==> config.mk <==
export PLATFORM = sky130hd
export DESIGN_NAME = damm_check_digit
export DESIGN_NICKNAME = d
export VERILOG_FILES = /design/src/sv/dcd_pkg.sv /design/src/sv/dcd_convert.sv /design/src/sv/dcd_fold.sv /design/src/sv/damm_check_digit.sv
export VERILOG_INCLUDE_DIRS = /design/src /design/src/sv
export SDC_FILE = /design/constraint.sdc
export NUM_CORES = 1
export LEC_CHECK = 0
export BUFFER_PORTS_ARGS = -buffer_cell sky130_fd_sc_hd__buf_4
export CAP_MARGIN = 20
export CORE_UTILIZATION = 49
export CTS_BUF_LIST = sky130_fd_sc_hd__clkbuf_8
export DETAILED_ROUTE_END_ITERATION = 6
export GPL_TIMING_DRIVEN = 0
export PLACE_DENSITY = 0.77
export SETUP_SLACK_MARGIN = 0.3
export SLEW_MARGIN = 0
export SYNTH_ARGS = -nofsm -noshare
export SYNTH_HDL_FRONTEND = slang
export SYNTH_HIERARCHICAL = 1
export SYNTH_SLANG_ARGS = --single-unit
==> constraint.sdc <==
create_clock -name clock -period 2.23 [get_ports clock]
set_input_delay 0.446 -clock clock [delete_from_list [all_inputs] [get_ports clock]]
set_output_delay 0.446 -clock clock [all_outputs]
set_load 0.05 [all_outputs]
==> src/sv/damm_check_digit_macros.svh <==
// Assertion macros for the Damm check digit block.
// The clocked form samples on clock and is switched off while reset is high.
`ifndef DAMM_CHECK_DIGIT_MACROS_SVH
`define DAMM_CHECK_DIGIT_MACROS_SVH
`ifndef ASSERT_OFF
`define DCD_ASSERT(label, prop, msg) \
   label: assert property (@(posedge clock) disable iff (reset) prop) else $error(msg);
`define DCD_ASSERT_ALWAYS(label, prop, msg) \
   label: assert property (@(posedge clock) prop) else $error(msg);
`else
`define DCD_ASSERT(label, prop, msg)
`define DCD_ASSERT_ALWAYS(label, prop, msg)
`endif
`endif

==> src/sv/dcd_pkg.sv <==
package dcd_pkg;

   // Decimal digits walked for one input number.
   localparam int DECIMAL_DIGITS = 10;
   localparam int BIN_WIDTH      = 32;
   localparam int DIGIT_WIDTH    = 4;
   localparam int BCD_WIDTH      = DECIMAL_DIGITS * DIGIT_WIDTH;
   localparam int CNT_WIDTH      =
      $clog2((BIN_WIDTH > DECIMAL_DIGITS) ? BIN_WIDTH : DECIMAL_DIGITS);

   // Control from the sequencer to the datapath units.
   typedef struct packed {
      logic load;
      logic dabble;
      logic shift_digit;
   } dcd_ctrl_type;

   localparam logic [3:0] QUASIGROUP [10][10] = '{
      '{4'd0, 4'd3, 4'd1, 4'd7, 4'd5, 4'd9, 4'd8, 4'd6, 4'd4, 4'd2},
      '{4'd7, 4'd0, 4'd9, 4'd2, 4'd1, 4'd5, 4'd4, 4'd8, 4'd6, 4'd3},
      '{4'd4, 4'd2, 4'd0, 4'd6, 4'd8, 4'd7, 4'd1, 4'd3, 4'd5, 4'd9},
      '{4'd1, 4'd7, 4'd5, 4'd0, 4'd9, 4'd8, 4'd3, 4'd4, 4'd2, 4'd6},
      '{4'd6, 4'd1, 4'd2, 4'd3, 4'd0, 4'd4, 4'd5, 4'd9, 4'd7, 4'd8},
      '{4'd3, 4'd6, 4'd7, 4'd4, 4'd2, 4'd0, 4'd9, 4'd5, 4'd8, 4'd1},
      '{4'd5, 4'd8, 4'd6, 4'd9, 4'd7, 4'd2, 4'd0, 4'd1, 4'd3, 4'd4},
      '{4'd8, 4'd9, 4'd4, 4'd5, 4'd3, 4'd6, 4'd2, 4'd0, 4'd1, 4'd7},
      '{4'd9, 4'd4, 4'd3, 4'd8, 4'd6, 4'd1, 4'd7, 4'd2, 4'd0, 4'd5},
      '{4'd2, 4'd5, 4'd8, 4'd1, 4'd4, 4'd3, 4'd6, 4'd7, 4'd9, 4'd0}
   };

   // One fold of the accumulator through the quasigroup table.
   function automatic logic [3:0] damm_step(logic [3:0] acc, logic [3:0] digit);
      logic [3:0] result;
      result = 4'd0;
      if ((acc <= 4'd9) && (digit <= 4'd9)) begin
         result = QUASIGROUP[acc][digit];
      end
      return result;
   endfunction

endpackage

==> src/sv/dcd_convert.sv <==
module dcd_convert (
   input  logic                           clock,
   input  dcd_pkg::dcd_ctrl_type          ctrl,
   input  logic [dcd_pkg::BIN_WIDTH-1:0]  value,
   output logic [dcd_pkg::DIGIT_WIDTH-1:0] digit
);
   import dcd_pkg::*;

   logic [BIN_WIDTH-1:0] bin_ff, bin_in;
   logic [BCD_WIDTH-1:0] bcd_ff, bcd_in;
   logic [BCD_WIDTH-1:0] adjusted;

   // Each BCD digit of five or more gets three added before the shift.
   always_comb begin
      adjusted = bcd_ff;
      for (int i = 0; i < DECIMAL_DIGITS; i++) begin
         if (bcd_ff[i*DIGIT_WIDTH +: DIGIT_WIDTH] >= 4'd5) begin
            adjusted[i*DIGIT_WIDTH +: DIGIT_WIDTH] =
               bcd_ff[i*DIGIT_WIDTH +: DIGIT_WIDTH] + 4'd3;
         end
      end
   end

   always_comb begin
      bin_in = bin_ff;
      bcd_in = bcd_ff;
      priority if (ctrl.load) begin
         bin_in = value;
         bcd_in = '0;
      end else if (ctrl.dabble) begin
         bin_in = bin_ff << 1;
         bcd_in = (adjusted << 1) | BCD_WIDTH'(bin_ff[BIN_WIDTH-1]);
      end else if (ctrl.shift_digit) begin
         bcd_in = bcd_ff << DIGIT_WIDTH;
      end
   end

   always_ff @(posedge clock) begin
      bin_ff <= bin_in;
      bcd_ff <= bcd_in;
   end

   // Most significant digit first.
   assign digit = bcd_ff[BCD_WIDTH-1 -: DIGIT_WIDTH];

endmodule

==> src/sv/dcd_fold.sv <==
module dcd_fold (
   input  logic                            clock,
   input  dcd_pkg::dcd_ctrl_type           ctrl,
   input  logic [dcd_pkg::DIGIT_WIDTH-1:0] digit,
   output logic [3:0]                      check_digit
);
   import dcd_pkg::*;

   logic [3:0] acc_ff, acc_in;

   always_comb begin
      acc_in = acc_ff;
      priority if (ctrl.load) begin
         acc_in = 4'd0;
      end else if (ctrl.shift_digit) begin
         acc_in = damm_step(acc_ff, digit);
      end
   end

   always_ff @(posedge clock) begin
      acc_ff <= acc_in;
   end

   assign check_digit = acc_ff;

endmodule

==> src/sv/damm_check_digit.sv <==
// Channel   Direction  Ports                          Word
// req       in         req_valid/req_ready            req_value, 32-bit unsigned number
// rsp       out        rsp_valid/rsp_ready            rsp_check_digit, 0 to 9
//
// The accepting edge loads a word, then 32 shift-add-3 steps and 10 table
// folds run, and the result fills the output register. req_ready is high only
// while the sequencer is idle, so a new word can start only once the last has
// gone to the output register. Reset is synchronous, active high, and clears
// the sequencer and the output valid flag. A stalled result holds in the output
// register while the next word runs; its last step waits for the slot.
`include "damm_check_digit_macros.svh"

module damm_check_digit (
   input  logic        clock,
   input  logic        reset,
   input  logic        req_valid,
   output logic        req_ready,
   input  logic [31:0] req_value,
   output logic        rsp_valid,
   input  logic        rsp_ready,
   output logic [3:0]  rsp_check_digit
);
   import dcd_pkg::*;

   // Sequencer states.
   localparam logic [1:0] ST_IDLE = 2'd0;
   localparam logic [1:0] ST_CONV = 2'd1;
   localparam logic [1:0] ST_FOLD = 2'd2;
   localparam logic [1:0] ST_FIN  = 2'd3;

   logic [1:0]           state_ff, state_in;
   logic [CNT_WIDTH-1:0] step_cnt_ff, step_cnt_in;
   logic                 rsp_valid_ff, rsp_valid_in;
   logic [3:0]           rsp_digit_ff, rsp_digit_in;

   dcd_ctrl_type         ctrl;
   logic [DIGIT_WIDTH-1:0] digit;
   logic [3:0]           fold_result;
   logic                 accept;
   logic                 out_free;

   assign accept   = req_valid && req_ready;
   assign out_free = !rsp_valid_ff || rsp_ready;

   // The converter and the fold unit are both driven from here.
   always_comb begin
      ctrl.load        = accept;
      ctrl.dabble      = (state_ff == ST_CONV);
      ctrl.shift_digit = (state_ff == ST_FOLD);
   end

   always_comb begin
      state_in    = state_ff;
      step_cnt_in = step_cnt_ff;
      unique case (state_ff)
         ST_IDLE: begin
            if (accept) begin
               state_in    = ST_CONV;
               step_cnt_in = '0;
            end
         end
         ST_CONV: begin
            if (step_cnt_ff == CNT_WIDTH'(BIN_WIDTH - 1)) begin
               state_in    = ST_FOLD;
               step_cnt_in = '0;
            end else begin
               step_cnt_in = step_cnt_ff + 1'b1;
            end
         end
         ST_FOLD: begin
            if (step_cnt_ff == CNT_WIDTH'(DECIMAL_DIGITS - 1)) begin
               state_in    = ST_FIN;
               step_cnt_in = '0;
            end else begin
               step_cnt_in = step_cnt_ff + 1'b1;
            end
         end
         ST_FIN: begin
            if (out_free) begin
               state_in = ST_IDLE;
            end
         end
         default: begin
            state_in = ST_IDLE;
         end
      endcase
   end

   // The output register takes the fold result once the slot is free.
   always_comb begin
      rsp_valid_in = rsp_valid_ff;
      rsp_digit_in = rsp_digit_ff;
      if (rsp_valid_ff && rsp_ready) begin
         rsp_valid_in = 1'b0;
      end
      if ((state_ff == ST_FIN) && out_free) begin
         rsp_valid_in = 1'b1;
         rsp_digit_in = fold_result;
      end
   end

   always_ff @(posedge clock) begin
      if (reset) begin
         state_ff     <= ST_IDLE;
         step_cnt_ff  <= '0;
         rsp_valid_ff <= 1'b0;
      end else begin
         state_ff     <= state_in;
         step_cnt_ff  <= step_cnt_in;
         rsp_valid_ff <= rsp_valid_in;
      end
   end

   always_ff @(posedge clock) begin
      rsp_digit_ff <= rsp_digit_in;
   end

   dcd_convert u_convert (
      .clock (clock),
      .ctrl  (ctrl),
      .value (req_value),
      .digit (digit)
   );

   dcd_fold u_fold (
      .clock       (clock),
      .ctrl        (ctrl),
      .digit       (digit),
      .check_digit (fold_result)
   );

   assign req_ready       = (state_ff == ST_IDLE);
   assign rsp_valid       = rsp_valid_ff;
   assign rsp_check_digit = rsp_digit_ff;

   // An accepted word starts the converter at its first bit.
   `DCD_ASSERT(a_accept_starts_conv, accept |=> (state_ff == ST_CONV) && (step_cnt_ff == '0), "accepted word did not start conversion")
   // A result is only ever published from the final state.
   `DCD_ASSERT(a_rsp_from_fin, $rose(rsp_valid_ff) |-> ($past(state_ff) == ST_FIN), "result appeared outside the final state")
   // A finished word with a free slot is published and the block goes idle.
   `DCD_ASSERT(a_fin_publishes, (state_ff == ST_FIN) && out_free |=> rsp_valid_ff && (state_ff == ST_IDLE), "finished word was not published")
   // A published check digit is always a decimal digit.
   `DCD_ASSERT_ALWAYS(a_digit_range, rsp_valid_ff |-> (rsp_digit_ff <= 4'd9), "check digit out of range")

endmodule

# Word level (Yosys, flattened, before mapping)
# Memory sizes are Yosys's and may differ from the RTL's.
# Index checks and enable logic that the tools add are counted.
[word_totals] n_memories=1 romBits=640 latchBits=0 output_inout_bits=6 regBits=88 inputBits=36 ramBits=0
[op_classes] bitwise=3 addsub=11 mul=0 reduce_logical=13 n_div=0 muxes=31 order_cmp=14 shifts=0 n_eq_ne=9
[mem_list] name="(no name shown)" depth=16 width=40 rd=1 rd_clocked_by_memory_dff=0 write_ports=0 line_no="dcd_pkg.sv:36" text="result = QUASIGROUP[acc][digit];"
[op_table] operator="$mux W40" count=4
[op_table] operator="$mux W32" count=2
[op_table] operator="$mux W4" count=12
[op_table] operator="$ge A4 B3 Y1 const B" count=10
[op_table] operator="$or A40 B1 Y40" count=1
[op_table] operator="$add A4 B2 Y4 const B" count=9
[op_table] operator="$bmux W4 S4" count=1
[op_table] operator="$mux W5" count=3
[op_table] operator="$pmux W5 S3" count=1
[op_table] operator="$ge A5 B5 Y1 const B" count=2
[op_table] operator="$not A4 Y5" count=2
[op_table] operator="$le A4 B4 Y1 const B" count=2
[op_table] operator="$mux W2" count=4
[op_table] operator="$pmux W2 S4" count=1
[op_table] operator="$ne A2 B1 Y1 const B" count=3
[op_table] operator="$reduce_bool A2 Y1" count=3
[op_table] operator="$add A5 B1 Y5 const B" count=1
[op_table] operator="$eq A5 B4 Y1 const B" count=1
[op_table] operator="$eq A5 B5 Y1 const B" count=1
[op_table] operator="$eq A2 B2 Y1 const B" count=2
[op_table] operator="$logic_and A1 B1 Y1" count=4
[op_table] operator="$reduce_and A4 Y1" count=1
[op_table] operator="$add A3 B2 Y3 const B" count=1
[op_table] operator="$mux W3" count=1
[op_table] operator="8 further kinds" count=9

# Logic depth before layout (Yosys ltp)
# Gate-level depths: netlist of run 1.
[logic_depth] depth_word=8 ltp_mapped=8 ltp_nobuf=7

# Hierarchy
# The synthesis of run 1 kept the hierarchy.
[modules_own_cells] module="dcd_convert" cells_per_inst=374 area_per_inst_um2=4032.6 n_inst=1 seq_area_each_um2=1761.7
[modules_own_cells] module="dcd_fold" cells_per_inst=165 area_per_inst_um2=1151.1 n_inst=1 seq_area_each_um2=80.1
[modules_own_cells] module="damm_check_digit" cells_per_inst=67 area_per_inst_um2=669.4 n_inst=1 seq_area_each_um2=280.3

# Worst setup path after synthesis of run 1
# OpenSTA, ideal clock, no wires.
[synth_path] path_kind="register -> register" start="register state_ff[1]" end="register u_convert.bin_ff[0], enable pin" period_less_slack_ns=2.348 t_arrival_ns=1.970 setup_time_ns=0.378 path_stages_with_launch=7 path_slack_ns=-0.118 cell_sequence="dfxtp_1 inv_1 ha_1 and2_1 or2_1 buf_6 buf_2"
[synth_between] elab_chain_cells=3 elab_cells_between_ends=4 classes_between="eq/ne (1); reduce/logical (3)"
[synth_lines] element="start: declaration" line_no="damm_check_digit.sv:31" text="logic [1:0] state_ff, state_in;"
[synth_lines] element="start signal: assignment" line_no="damm_check_digit.sv:108" text="state_ff <= state_in;"
[synth_lines] element="$logic_not A2 Y1" line_no="damm_check_digit.sv:132" text="assign req_ready = (state_ff == ST_IDLE);"
[synth_lines] element="via req_ready" line_no="damm_check_digit.sv:17" text="output logic req_ready,"
[synth_lines] element="$logic_and A1 B1 Y1" line_no="damm_check_digit.sv:42" text="assign accept = req_valid && req_ready;"
[synth_lines] element="via accept" line_no="damm_check_digit.sv:39" text="logic accept;"
[synth_lines] element="$reduce_bool A2 Y1 (no line)"
[synth_lines] element="end signal: assignment" line_no="dcd_convert.sv:39" text="bin_ff <= bin_in;"
[synth_lines] element="end: declaration" line_no="dcd_convert.sv:9" text="logic [BIN_WIDTH-1:0] bin_ff, bin_in;"
# The timed path passes the listed nets, and every way through them passes these cells.
# A chain may end at the register's enable or synchronous reset.

# Worst setup path after layout of run 1
[layout_path] start="register u_fold.acc_ff[1] (netlist: u_fold/check_digit[1])" end="register u_fold.acc_ff[0] (netlist: u_fold/check_digit[0])"
[layout_between] elab_chain_cells=8 elab_cells_between_ends=10 classes_between="order compare (1); mux (6); bitwise (1); reduce/logical (1); memory (1)"
[layout_lines] element="start: declaration" line_no="dcd_fold.sv:9" text="logic [3:0] acc_ff, acc_in;"
[layout_lines] element="start signal: assignment" line_no="dcd_fold.sv:21" text="acc_ff <= acc_in;"
[layout_lines] element="$not A4 Y5 (not written as such)" line_no="dcd_pkg.sv:36"
[layout_lines] element="$mem_v2 Z16 W40"
[layout_lines] element="$mux W40 (not written as such) (2 in series)" line_no="dcd_pkg.sv:36"
[layout_lines] element="$bmux W4 S4" line_no="dcd_pkg.sv:36"
[layout_lines] element="$mux W4 (not written as such) (2 in series)" line_no="dcd_pkg.sv:36"
[layout_lines] element="$mux W4 *" line_no="dcd_pkg.sv:35" text="if ((acc <= 4'd9) && (digit <= 4'd9)) begin"
# Every way passes the cells marked *; elsewhere a longest branch is shown, timed or not. The select of a mux whose other input is x is not followed.

==> results of run 1 <==
[metal layers]
metal | wire, µm | vias up | track usage (%)
li1 | - | 2390 | -
met1 | 6480 | 2449 | 31.0
met2 | 7050 | 245 | 39.8
met3 | 1320 | 39 | 5.41
met4 | 327 | 0 | 10.1
met5 | 0 | - | 0
[state kept, by name, summed over array words and instances, names as in the netlist]
signal,flops
u_convert/bcd_ff,40
state_ff,2
u_fold/check_digit,4
step_cnt_ff,5
rsp_valid,1
rsp_check_digit,4
u_convert/bin_ff,32
[critical path: cells and delay by family, from the launching register on]
kind,cells,cell delay [ns]
adder cells (fa/ha/maj),1,0.35
AO/OA/AOI/OAI,3,0.46
flip-flops,1,0.40
AND/OR/NAND/NOR,2,0.52
buffers and inverters,1,0.16
[power breakdown]
part	switching (µW)	internal, µW
registers	500	2500
clock network	599	512
logic	2970	2200
[cell families after synthesis]
family / Yosys count
buffers and inverters: 77
multiplexers: 55
AND/OR/NAND/NOR: 176
AO/OA/AOI/OAI: 170
adder cells (fa/ha/maj): 37
XOR/XNOR: 3
flip-flops: 88
[synthesized netlist by cell type, drive strengths merged, types with 21 or more instances]
master / n
mux2: 33
a211oi: 22
o21ai: 40
dfxtp: 52
inv: 30
a21oi: 50
mux2i: 22
nand2: 21
nor3b: 21
nor2: 34
buf: 34
ha: 37
edfxtp: 36
[worst paths after layout]
check,start,to,slack (ns),depth (start not counted)
hold / removal,req_value[0],u_convert/bin_ff[0]$_SDFFCE_PN0P_,0.37,2
hold reg to reg,step_cnt_ff[4]$_SDFFE_PP0P_,step_cnt_ff[4]$_SDFFE_PP0P_,0.48,2
setup / recovery,u_fold/check_digit[1]$_SDFFE_PP0P_,u_fold/check_digit[0]$_SDFFE_PP0P_,0.24,7
setup reg to reg,u_fold/check_digit[1]$_SDFFE_PP0P_,u_fold/check_digit[0]$_SDFFE_PP0P_,0.24,7
[metrics by stage]
step	cell area (µm²)	std cells	utilization (%)	TNS [ns]	hold slack [ns]
3_3_place_gp	6360	789	55.2	-0.0310	0.459
2_1_floorplan	5880	606	-	0	0.431
4_1_cts	6640	808	57.6	0	0.357
5_1_grt	6700	809	58.2	0	0.366
3_5_place_dp	6360	789	55.2	-0.0212	0.472
6_report	6700	809	58.2	0	0.372
[final cells by class]
class,instances,area (µm²)
sequential,88,2130
multi-input combinational,441,3400
clock buffer,9,124
buffer,44,335
tap,143,179
timing repair buffer,45,338
inverter,32,131
fill,964,4810
clock inverter,7,62.6
[repair_timing]
action	CTS	global route
resized for setup	22	21
setup endpoints to repair	83	93
pin swaps	1	5
buffers inserted	3	2
==> impl_metrics.toml, run 1 <==
[synth]
synth_top_family_by_area = "compound AO/OA/AOI/OAI gates"
yosysWarnings = 6
syn_nets = 679
yosysSeqAreaShare_pct = 36.3
synthAdderAreaFrac_pct = 7.91
ys.flop_type = "dfxtp_1"
ys_ff_latch = 88
yosys.area.top_type_share_pct = 18.5
avgSynthCellArea_um2 = 9.66
synth.largest_area_cell = "edfxtp_1"
synth_area_um2 = 5850
synth_mux_area_share_pct = 10.1
synth.distinct_cells = 77
syn_inst = 606
synthSimpleGateAreaFrac_pct = 18.7
postSynth.asyncResetShare_pct = 0
synthTopCellsByArea = "edfxtp_1, dfxtp_1, ha_1"
synthXorXnorAreaFrac_pct = 0.449
synth-compound-area-share_pct = 19.6
synth_edf_count = 36

[die]
die_width_um = 111
die-area_um2 = 12400
start_util_pct = 50.8
die_h_um = 111
fp.coreArea_um2 = 11500
num_rows = 39
io_pins = 42

[clock_tree]
cts_sinks = 88
clockBufferDepth = 2
clock-root-buffer = "clkbuf_8"
clk_pin_slew_ns = 0.08
cts_hold_buf = 0
htree_levels = 3
insertion_delay_ns = 0.37
cts_buffers = 9
cts_tree = "yes"

[placement]
io_buffers = 40
dpl.hpwl_mm = 10.3
globalplace.congestion = 0.944
pre_cts_slack_ns = -0.0212

[sta]
timing.fmax_mhz = 503
period_share_pct = 89.2
tightest_slew_ns = 0.622
period_minus_slack_ns = 1.99
rsz0062_at_grt = "yes"
finClkSkew_ns = 0.0140
relSlewSlack_pct = 58.5
report.final.slew_viol_count = 0
setup_viol = 0
setup_slack_ns = 0.241
hold_violations = 0

[route]
antenna_left = 0
routedWlPerCell_um = 18.8
via_per_inst = 6.33
routed_wl_mm = 15.2
drtPass1Iterations = 5
drc_errors = 0
vias = 5123
first_iter_violations = 523

[pwr]
irDropWorstVdd_uv = 783
leakagePower_uw = 0.00235
power_density_nw_per_um2 = 1380
p_total_uw = 9270

[setup_path]
cpMaxStageDelayCell = "or4_4"
worstPathRequired_ns = 2.49
arrival_ns = 2.25
path_cells = "clkinvlp_4 -> ha_4 -> nand3b_1 -> o21ai_1 -> a21oi_1 -> or4_4 -> o41ai_4"
cp-end-kind = "flip-flop"
critPathLaunchType = "flip-flop"
cpPeakStageDelay_ns = 0.44
criticalPathCategory = "flip-flop to flip-flop"
crit_fanout = 6

[global_route]
grt_usage_pct = 24.3
antenna_found_initial = 0
grt_pass1_vias = 5032
overflow = 0
grt_pass1_wl_mm = 24.2
grt_max_degree = 42

[finish]
final_common_cell = "buf_4"
area_growth_pct = 14.5
finalNetCount = 734
mostFrequentLayoutCells = "buf_4, a21oi_1, dfxtp_1, edfxtp_1, nor2_1"
layout-drive-gt1-share_pct = 25.2
diodes = 0

[worst_hold_path]
holdCritPathClass = "input pin to flip-flop"

[outcome]
outcome = "complete, no violations"

[flow_run]
cap_violations = 0
Power figures use the tool's default switching activity.
==> inputs of run 2 (changes only) <==
CORE_UTILIZATION = 63   (was 49)
PLACE_DENSITY = 0.93   (was 0.77)
TNS_END_PERCENT = 10   (was default)
==> impl_metrics.toml, run 2 (synthesized netlist as in run 1, its figures left out) <==
[clock_tree]
cts_hold_buf = 0
clockBufferDepth = 2
clk_pin_slew_ns = 0.09
insertion_delay_ns = 0.36
cts_sinks = 88
clock-root-buffer = "clkbuf_8"
cts_buffers = 9
cts_tree = "yes"
htree_levels = 3

[sta]
report.final.slew_viol_count = 0
relSlewSlack_pct = 62.1
hold_violations = 0
period_minus_slack_ns = 1.99
tightest_slew_ns = 0.568
rsz0062_at_grt = "yes"
timing.fmax_mhz = 503
setup_viol = 0
setup_tns_ns = 0
period_share_pct = 89.2
finClkSkew_ns = 0.0117
fin_hold_ws_ns = 0.372

[setup_path]
cp-end-kind = "flip-flop"
cpMaxStageDelayCell = "mux2_2"
r2r-start = "state_ff[0]$_SDFFE_PP0P_"
cpMostUsedCell = "buf_6"
crit_fanout = 10
path_cells = "inv_1 -> ha_4 -> and2_4 -> buf_6 -> buf_8 -> buf_6 -> mux2_2"
crit_family = "buffers and inverters"
critPathLaunchType = "flip-flop"
criticalPathCategory = "flip-flop to flip-flop"
crit_buf_inv = 4
worstPathRequired_ns = 2.34
arrival_ns = 2.10
cpPeakStageDelay_ns = 0.36
reg2reg_depth = 7
reg2reg_slack_ns = 0.24
r2r-end = "u_convert/bin_ff[15]$_DFFE_PP_"

[route]
drtPass1Iterations = 5
routedWlPerCell_um = 20.5
vias = 5314
antenna_left = 0
via_per_inst = 6.82
first_iter_violations = 717
routed_wl_mm = 16.0
drc_errors = 0

[worst_hold_path]
worstHoldStart = "req_value[0]"
min_to = "u_convert/bin_ff[0]$_SDFFCE_PN0P_"
whs_path_depth = 2
holdCritPathClass = "input pin to flip-flop"

[finish]
final_util_pct = 76.3
reg_top3 = "u_convert/bcd_ff: 40 flops, u_convert/bin_ff: 32 flops, step_cnt_ff: 5 flops"
diodes = 0
regMostFlops = "u_convert/bcd_ff"
largest_reg_flops = 40
layout-drive-gt1-share_pct = 26.5
final_common_cell = "buf_4"
mostFrequentLayoutCells = "buf_4, a21oi_1, dfxtp_1, edfxtp_1, nor2_1"
layoutNonFillerInstCount = 779
fill_cells = 561
fin_area_um2 = 6750
finalNetCount = 739
area_growth_pct = 15.3

[pwr]
irDropWorstVdd_uv = 857
leakagePower_uw = 0.00239
power_density_nw_per_um2 = 1400

[global_route]
grt_pass1_wl_mm = 25.3
overflow = 0
antenna_found_initial = 0
grt_usage_pct = 33.0
grt_pass1_vias = 5209
grt_max_degree = 42

[die]
io_pins = 42
start_util_pct = 66.1
die_h_um = 98.4
die_width_um = 98.4
num_rows = 34
fp.coreArea_um2 = 8850
die-area_um2 = 9680

[placement]
placed_cell_area_um2 = 6310
dp_cells = 754
dpl.hpwl_mm = 10.9
globalplace.congestion = 1.00
io_buffers = 40

[flow_run]
cap_violations = 0

[outcome]
outcome = "complete, no violations"
==> run 2: power by group <==
group / switching, µW / leakage, µW / internal (µW)
logic: 3080 / 0.00153 / 2270
registers: 537 / 0.000777 / 2500
clock network: 615 / 0.0000896 / 416
==> run 2: repair_timing <==
item                                    4_1_cts  5_1_grt
pin swaps                                     6        1
endpoints found under the setup margin       82       94
setup buffers                                 9        0
resized for setup                            38       16
==> run 2: how the worst max path moves through the flow <==
stage / startpoint / cells after the start / slack, ns / to
finish: state_ff[0]$_SDFFE_PP0P_ / 7 / 0.24 / u_convert/bin_ff[15]$_DFFE_PP_
detailed placement: u_fold/check_digit[0]$_SDFFE_PP0P_ / 7 / 0.007 / u_fold/check_digit[0]$_SDFFE_PP0P_
global placement: u_fold/check_digit[0]$_SDFFE_PP0P_ / 8 / -0.03 / u_fold/check_digit[0]$_SDFFE_PP0P_
floorplan: state_ff[1]$_SDFFE_PP0P_ / 7 / 0.29 / u_convert/bin_ff[10]$_DFFE_PP_
CTS: state_ff[0]$_SDFFE_PP0P_ / 7 / 0.29 / u_convert/bin_ff[15]$_DFFE_PP_
global route: u_convert/bcd_ff[38]$_SDFFE_PP0P_ / 7 / 0.18 / u_fold/check_digit[1]$_SDFFE_PP0P_
==> run 2: routing by layer <==
layer,part of all wire [%],up-vias,GRT usage [%],routed length [µm]
li1,-,2409,-,-
met1,40,2507,41.8,6460
met2,47,337,55.1,7510
met3,10,61,8.45,1630
met4,2.2,0,11.0,355
met5,0,-,0,0
==> run 2: stage by stage <==
stage | worst slack, ns | power [µW]
after floorplan | 0.287 | 6450
after global placement | -0.0256 | 7530
after detailed placement | 0.00696 | 7760
after CTS | 0.288 | 9170
after global routing | 0.177 | 9900
final | 0.240 | 9420
==> run 2: cell type report <==
class | instances | area, µm² | share of cell area [%]
plain buffers | 45 | 329 | 4.87
well taps | 108 | 135 | 2.00
multi-input cells | 441 | 3460 | 51.2
clock buffers | 9 | 124 | 1.83
inverters | 32 | 135 | 2.00
clock inverters | 7 | 61.3 | 0.908
repair buffers | 49 | 374 | 5.54
flip-flops and latches | 88 | 2130 | 31.6
==> inputs of run 3 (changes only) <==
CORE_ASPECT_RATIO = 1.1   (was default)
GPL_ROUTABILITY_DRIVEN = 0   (was default)
SKIP_LAST_GASP = 1   (was default)
==> impl_metrics.toml, run 3 (synthesized netlist as in run 1, its figures left out) <==
[sta]
fin_hold_ws_ns = 0.371
relSlewSlack_pct = 62.7
finClkSkew_ns = 0.00807
period_minus_slack_ns = 2.14
tightest_slew_ns = 0.559
setup_viol = 0
report.final.slew_viol_count = 0
hold_violations = 0
rsz0062_at_grt = "yes"
timing.fmax_mhz = 467
setup_slack_ns = 0.0885
period_share_pct = 96.0

[pwr]
irDropWorstVdd_uv = 842
p_clk_share_pct = 12.9
power_density_nw_per_um2 = 1440
combPwrFrac_pct = 56.0
p_sw_uw = 4320
p_seq_share_pct = 31.1
leakagePower_uw = 0.00238
swShare_pct = 44.3
p_int_uw = 5420

[finish]
diodes = 0
largest_reg_flops = 40
finalNetCount = 737
final_common_cell = "buf_4"
layout-drive-gt1-share_pct = 25.4
regMostFlops = "u_convert/bcd_ff"
mostFrequentLayoutCells = "buf_4, a21oi_1, dfxtp_1, edfxtp_1"
reg_top3 = "u_convert/bcd_ff: 40 flops, u_convert/bin_ff: 32 flops, step_cnt_ff: 5 flops"
area_growth_pct = 15.4

[clock_tree]
clk_pin_slew_ns = 0.10
cts_tree = "yes"
insertion_delay_ns = 0.37
cts_hold_buf = 0
cts_buffers = 9
clockBufferDepth = 2
htree_levels = 3
cts_sinks = 88
clock-root-buffer = "clkbuf_8"

[global_route]
grt_pass1_vias = 5274
overflow = 0
grt_pass1_wl_mm = 25.6
grt_max_degree = 42
antenna_found_initial = 0
grt_usage_pct = 34.0

[setup_path]
criticalPathCategory = "flip-flop to flip-flop"
reg2reg_slack_ns = 0.09
worstPathRequired_ns = 2.47
cp-end-kind = "flip-flop"
reg2reg_depth = 8
arrival_ns = 2.38
r2r-end = "u_fold/check_digit[2]$_SDFFE_PP0P_"
critPathLaunchType = "flip-flop"
crit_fanout = 9
r2r-start = "u_fold/check_digit[0]$_SDFFE_PP0P_"

[route]
routedWlPerCell_um = 21.1
drtPass1Iterations = 7
drc_errors = 33
via_per_inst = 6.95
routed_wl_mm = 16.5
antenna_left = 0
first_iter_violations = 813
vias = 5439

[die]
start_util_pct = 65.6
fp.coreArea_um2 = 8920
die_h_um = 103
die-area_um2 = 9680
die_width_um = 93.9
num_rows = 36
io_pins = 42

[flow_run]
cap_violations = 0

[placement]
pre_cts_slack_ns = -0.0145
dpl.hpwl_mm = 10.4
io_buffers = 40

[worst_hold_path]
whs_path_depth = 2
holdCritPathClass = "input pin to flip-flop"
min_to = "u_convert/bin_ff[0]$_SDFFCE_PN0P_"
worstHoldStart = "req_value[0]"

[outcome]
violations = "design-rule violations"
outcome = "finished with violations"
==> run 3: power by group through the flow <==
stage	combinational (µW)	sequential, µW	clock [µW]
3_3_place_gp	4440	2980	0
2_1_floorplan	3580	2870	0
4_1_cts	4990	2990	1250
3_5_place_dp	4680	3020	0
5_1_grt	5780	3090	1320
6_report	5450	3030	1260
==> run 3: critical path, stage by stage, from the launching register on <==
cell and delay [ns]:
dfxtp_4 0.36, buf_8 0.14, inv_6 0.07, ha_1 0.27, mux2_1 0.31, o21ai_0 0.24, o21ai_0 0.22, o21ai_1 0.23
a32oi_1 0.16
==> run 3: what timing repair did <==
item | in CTS | in global routing
setup buffers | 3 | 4
endpoints found under the setup margin | 72 | 87
pin swaps | 3 | 4
resized for setup | 22 | 21
==> run 3: final cells by class <==
type / count / area [µm²]
multi-input cells: 441 / 3430
repair buffers: 47 / 365
clock buffers: 9 / 124
well taps: 114 / 143
clock inverters: 7 / 93.8
plain buffers: 45 / 340
fillers: 522 / 2160
inverters: 32 / 131
flip-flops and latches: 88 / 2130
==> run 3: stage by stage <==
step	utilization (%)	setup TNS, ns	instances	total power, µW	instance area [µm²]
floorplan	-	0	606	6450	5880
global placement	70.9	0	760	7420	6320
detailed placement	70.9	-0.0145	760	7700	6320
CTS	74.5	0	779	9230	6640
global route	75.7	0	783	10200	6760
finish	75.7	0	783	9740	6760
==> run 3: how the worst max path moves through the flow <==
| stage | startpoint | to | slack [ns] |
|---|---|---|---|
| 6_report | u_fold/check_digit[0]$_SDFFE_PP0P_ | u_fold/check_digit[2]$_SDFFE_PP0P_ | 0.09 |
| 5_1_grt | u_fold/check_digit[0]$_SDFFE_PP0P_ | u_fold/check_digit[0]$_SDFFE_PP0P_ | 0.05 |
| 2_1_floorplan | state_ff[1]$_SDFFE_PP0P_ | u_convert/bin_ff[10]$_DFFE_PP_ | 0.29 |
| 4_1_cts | u_fold/check_digit[1]$_SDFFE_PP0P_ | u_fold/check_digit[0]$_SDFFE_PP0P_ | 0.23 |
| 3_5_place_dp | u_fold/check_digit[0]$_SDFFE_PP0P_ | u_fold/check_digit[0]$_SDFFE_PP0P_ | -0.01 |
| 3_3_place_gp | u_fold/check_digit[0]$_SDFFE_PP0P_ | u_fold/check_digit[0]$_SDFFE_PP0P_ | 0.07 |
==> run 3: routing by layer <==
metal / track usage, % / routed length [µm]
met2: 55.6 / 7950
met3: 6.19 / 1530
met1: 42.5 / 6270
met4: 19.4 / 767
met5: 0 / 0
